## src/rtl/sdt_pkg.sv

```systemverilog
// Shared types and constants for the sparse DNN tile MAC/ReLU block.
package sdt_pkg;

  localparam int TAPS_DEFAULT    = 32;
  localparam int OUTPUTS_DEFAULT = 16;

  localparam int ACT_W  = 16;
  localparam int WGT_W  = 16;
  localparam int PROD_W = ACT_W + WGT_W + 1;
  localparam int ACC_W  = 40;
  localparam int FRAC_DROP = 14;
  localparam int VAL_W  = 16;
  localparam int SUM_W  = ACC_W - FRAC_DROP + 2;

  localparam logic signed [15:0] BIAS_RESET = -16'sd307;
  localparam logic [15:0]        CEIL_RESET = 16'd32768;

  typedef enum logic {
    REQ_LOAD = 1'b0,
    REQ_ACT  = 1'b1
  } req_type_t;

  typedef enum logic {
    CFG_BIAS = 1'b0,
    CFG_CEIL = 1'b1
  } cfg_reg_t;

  // Per-beat control carried down the MAC pipeline.
  typedef struct packed {
    logic valid;
    logic last;
  } tap_ctl_t;

endpackage

```

## src/rtl/sdt_out.sv

```systemverilog
// Result bank and drain: rounds, biases and clamps one neuron per beat into the output register.
module sdt_out #(
  parameter int OUTPUTS = sdt_pkg::OUTPUTS_DEFAULT
) (
  input  logic                                   clk,
  input  logic                                   rst,
  input  logic                                   cap_valid,
  input  logic [OUTPUTS-1:0][sdt_pkg::ACC_W-1:0] cap_sums,
  input  logic signed [15:0]                     bias,
  input  logic [15:0]                            clamp_ceiling,
  output logic                                   busy,
  output logic                                   m_axis_tvalid,
  input  logic                                   m_axis_tready,
  output logic [23:0]                            m_axis_tdata,
  output logic                                   m_axis_tlast
);

  localparam int OUT_AW = (OUTPUTS > 1) ? $clog2(OUTPUTS) : 1;
  localparam int SUM_W  = sdt_pkg::SUM_W;

  logic [OUTPUTS-1:0][sdt_pkg::ACC_W-1:0] bank;
  logic [OUT_AW-1:0] cnt;
  logic [6:0] cnt_ext;
  logic load;
  logic cnt_end;
  logic [sdt_pkg::ACC_W-1:0] a;
  logic signed [SUM_W-1:0] v;
  logic [sdt_pkg::VAL_W-1:0] val_next;
  logic [3:0] neuron;
  logic [sdt_pkg::VAL_W-1:0] value;

  assign load    = busy && (!m_axis_tvalid || m_axis_tready);
  assign cnt_end = (cnt == OUT_AW'(OUTPUTS - 1));
  assign cnt_ext = 7'(cnt);

  // floor((a + 2^13) / 2^14) + bias, then clamp to 0..ceiling
  always_comb begin
    a = bank[cnt];
    v = $signed({{2{a[sdt_pkg::ACC_W-1]}}, a[sdt_pkg::ACC_W-1:sdt_pkg::FRAC_DROP]})
      + $signed({{(SUM_W-1){1'b0}}, a[sdt_pkg::FRAC_DROP-1]})
      + $signed({{(SUM_W-16){bias[15]}}, bias});
    if (v[SUM_W-1]) begin
      val_next = '0;
    end else if (v > $signed({{(SUM_W-16){1'b0}}, clamp_ceiling})) begin
      val_next = clamp_ceiling;
    end else begin
      val_next = v[sdt_pkg::VAL_W-1:0];
    end
  end

  always_ff @(posedge clk) begin
    if (cap_valid) begin
      bank <= cap_sums;
    end
  end

  always_ff @(posedge clk) begin
    if (rst) begin
      busy          <= 1'b0;
      cnt           <= '0;
      m_axis_tvalid <= 1'b0;
    end else begin
      if (cap_valid) begin
        busy <= 1'b1;
        cnt  <= '0;
      end else if (load) begin
        if (cnt_end) begin
          busy <= 1'b0;
          cnt  <= '0;
        end else begin
          cnt <= cnt + 1'b1;
        end
      end
      if (load) begin
        m_axis_tvalid <= 1'b1;
      end else if (m_axis_tready) begin
        m_axis_tvalid <= 1'b0;
      end
    end
  end

  always_ff @(posedge clk) begin
    if (load) begin
      neuron       <= cnt_ext[3:0];
      value        <= val_next;
      m_axis_tlast <= cnt_end;
    end
  end

  assign m_axis_tdata = {4'b0, value, neuron};

endmodule

```

## config.mk

```make
export PLATFORM = sky130hd
export DESIGN_NAME = sdt_out
export DESIGN_NICKNAME = d
export VERILOG_FILES = /design/src/rtl/sdt_pkg.sv /design/src/rtl/sdt_out.sv
export SDC_FILE = /design/constraint.sdc
export NUM_CORES = 1
export LEC_CHECK = 0
export ABC_AREA = 1
export BUFFER_PORTS_ARGS = -buffer_cell sky130_fd_sc_hd__buf_2
export CORE_AREA = 2 2 271 273
export CTS_BUF_LIST = sky130_fd_sc_hd__clkbuf_2 sky130_fd_sc_hd__clkbuf_4 sky130_fd_sc_hd__clkbuf_8
export CTS_CLUSTER_DIAMETER = 80
export DETAILED_ROUTE_END_ITERATION = 6
export DIE_AREA = 0 0 273 275
export GPL_TIMING_DRIVEN = 0
export PLACE_DENSITY = 0.55
export SLEW_MARGIN = 15
export SYNTH_ARGS = -nofsm -noshare
export SYNTH_HDL_FRONTEND = slang
export SYNTH_SLANG_ARGS = --single-unit
```

## constraint.sdc

```tcl
create_clock -name clk -period 14.6 [get_ports clk]
set_input_delay 1.46 -clock clk [delete_from_list [all_inputs] [get_ports clk]]
set_output_delay 1.46 -clock clk [all_outputs]
set_load 0.01 [all_outputs]
```

==> flow_summary.toml <==
[outcome]
status = "finished clean"

[die]
die_area_um2 = 75100
coreArea_um2 = 72300
die_w_um = 273
rows = 99
start_util_pct = 27.8
io_pins = 703
die_h_um = 275

[route]
drtIter0Drc = 1338
ant_nets = 0
drt-total-wl_um = 73900
vias = 15800
drc_errors = 0
wire_per_inst_um = 22.1
vias_per_cell = 4.72
firstDrtPassIters = 5

[clock_tree]
cts_tree = "done"
clkTransAtPathRegs_ps = 60
ctsResizeCount = 0
cts-hold-fix-buffers = 0
post-cts-setup-buffer-count = 0
htree_levels = 3
clock-sinks = 459
worstSkewPairLatency_ps = 670
clockBufferDepth = 3
cts_root_buf = "clkbuf_8"
numCtsBuffers = 80

[power]
p_int_mw = 2.36
leakage_nw = 10.2
power_switching_mw = 0.881
p_comb_share_pct = 14.9
pwr-share-seq_pct = 49.4
swShare_pct = 27.2
power_frac_clock_pct = 35.7
power_density_nw_per_um2 = 127
ir_worst_vdd_v = 0.0000805

[global_routing]
grt_pass1_wl_um = 102000
grt_pass1_vias = 15500
track_usage_pct = 19.0
grt_max_degree = 103
antenna_found_initial = 31
gr-total-overflow = 0

[setup_path]
cp.arrival_ps = 7340
crit_path_max_incr_delay_ps = 680
slowest_stage = "clkbuf_1"
rrSetupSlack_ps = 7670
crit_path_start = "cnt[1]"
critPathCaptureType = "register"
start_kind = "register"
reg2reg_to = "value[6]"
critical_path.max_fanout = 10
path_common_cell = "nand2_1"
required_ps = 15020
crit_type = "register to register"
r2r_cells = 31
worstReg2RegStart = "cnt[1]"

[timing]
worst_slew_pin_slew_ps = 1050
tns_ps = 0
slew_viol_final = 0
hold_slack_ps = 471
slew_headroom_pct = 29.7
skew_ps = 56.3
timing.fmax_mhz = 144
hold_viol = 0
period_needed_ps = 6930
fin_crit_sh_pct = 47.5
rsz0062_at_grt = "no"
setup_viol = 0

[layout]
fillers = 7259
layout-drive-gt1-share_pct = 28.3
multiInputGateArea_um2 = 5570
syn2layout_area_growth_pct = 26.9
fin_nets = 3036
seq_area_um2 = 13700

[min_path]
worstHoldEndpoint = "neuron[2]"
hold_path.class = "register to register"
min_from = "cnt[2]"
holdPathStages = 0

[logic_synthesis]
yosys-top-cells-count = "453 x edfxtp_1, 278 x nor2_1, 231 x o21ai_0"
synth_top_area_share_pct = 67.7
synth.area.top_cells = "edfxtp_1 68%, o21ai_0 5.8%, nor2_1 5.2%"
synth_flop_cell = "edfxtp_1"
syn_inst = 1734
synth-edff-count = 453
yosysWarnings = 0
syn_area_um2 = 20100
synthArstFlopShare_pct = 0
yosysMostFrequentCell = "edfxtp_1"
synth-seq-area-share_pct = 68.3
ys_ff_latch = 459
synth_top_area_cell = "edfxtp_1"
ys_types = 48
syn_avg_cell_area_um2 = 11.6

[placed_design]
hpwl_um = 57400
place_congestion = 0.881
place.port_buffers = 490

[job]
drv_cap = 0
registers in the layout, indices dropped and copies added (netlist names):
register,cells
m_axis_tlast,1
busy,1
neuron,4
cnt,4
bank,432
m_axis_tvalid,1
value,16
power by group through the flow:
stage | Clock [mW] | Combinational, mW | Sequential, mW
final | 1.16 | 0.482 | 1.60
after CTS | 1.19 | 0.490 | 1.61
after global routing | 1.24 | 0.541 | 1.61
after global placement | 0 | 0.476 | 1.65
after floorplan | 0 | 0.259 | 1.62
after detailed placement | 0 | 0.488 | 1.63
critical path: cells and delay by family (launching register included):
kind / cells / cell delay (ps)
flops: 1 / 330
buf+inv: 7 / 2270
fa+ha+maj: 3 / 1200
simple gates: 14 / 1410
xor+xnor: 1 / 340
compound gates: 6 / 1100
per-stage QoR:
| step | std cells | cell area [um^2] | util, % | setup WS [ps] | total power, mW |
|---|---|---|---|---|---|
| detailed placement | 3193 | 23900 | 33.0 | 7510 | 2.12 |
| global route | 3346 | 25500 | 35.2 | 7110 | 3.40 |
| floorplan | 1737 | 20100 | - | 9870 | 1.88 |
| CTS | 3327 | 25400 | 35.1 | 7490 | 3.28 |
| finish | 3348 | 25500 | 35.2 | 7670 | 3.25 |
| global placement | 3186 | 23700 | 32.8 | 5050 | 2.12 |
kinds of logic (layout without fill, tap and decap cells):
family / count (synthesis) / in the layout / synth area share [%]
other: 1 / 25 / 0.0187
AND/OR/NAND/NOR: 620 / 620 / 12.9
adder cells (fa/ha/maj): 44 / 44 / 2.82
buffers and inverters: 204 / 835 / 4.01
XOR/XNOR: 15 / 15 / 0.748
flip-flops: 459 / 459 / 68.3
AO/OA/AOI/OAI: 391 / 391 / 11.2
placed cells by master (no fill, tap or decap), types with 18 or more instances in the layout:
| master | instances |
|---|---|
| clkbuf_4 | 23 |
| inv_1 | 100 |
| nor2_1 | 278 |
| nand2_1 | 229 |
| ha_1 | 42 |
| o22ai_1 | 65 |
| nand3_1 | 62 |
| o221ai_1 | 41 |
| a21oi_1 | 26 |
| buf_2 | 492 |
| diode_2 | 21 |
| clkinv_1 | 18 |
| clkbuf_1 | 77 |
| clkbuf_8 | 81 |
| edfxtp_1 | 453 |
| o21ai_0 | 231 |
worst max-delay path by stage:
stage                      endpoint  depth (start not counted)
final                      value[6]                         31
after floorplan           value[11]                         26
after detailed placement   value[6]                         33
after global routing       value[7]                         33
after global placement       cnt[0]                          4
after CTS                  value[6]                         33
per-layer routing:
| metal | routed length (um) | global-route usage [%] | part of all wire, % | vias up |
|---|---|---|---|---|
| li1 | - | - | - | 7425 |
| met1 | 31100 | 24.6 | 42 | 7561 |
| met2 | 35400 | 30.8 | 48 | 682 |
| met3 | 5190 | 4.32 | 7.0 | 124 |
| met4 | 2100 | 7.52 | 2.8 | 18 |
| met5 | 96 | 0 | 0.13 | - |
cell type report:
class | instances | area share (%)
Clock inverter | 30 | 0.953
Buffer | 92 | 1.51
Timing Repair Buffer | 497 | 10.2
Inverter | 112 | 1.65
Clock buffer | 104 | 5.05
Sequential cell | 459 | 53.9
Antenna cell | 21 | 0.206
Multi-Input combinational cell | 1074 | 21.9
Tap cell | 959 | 4.71
No activity file was read; power rests on OpenSTA's default activity.
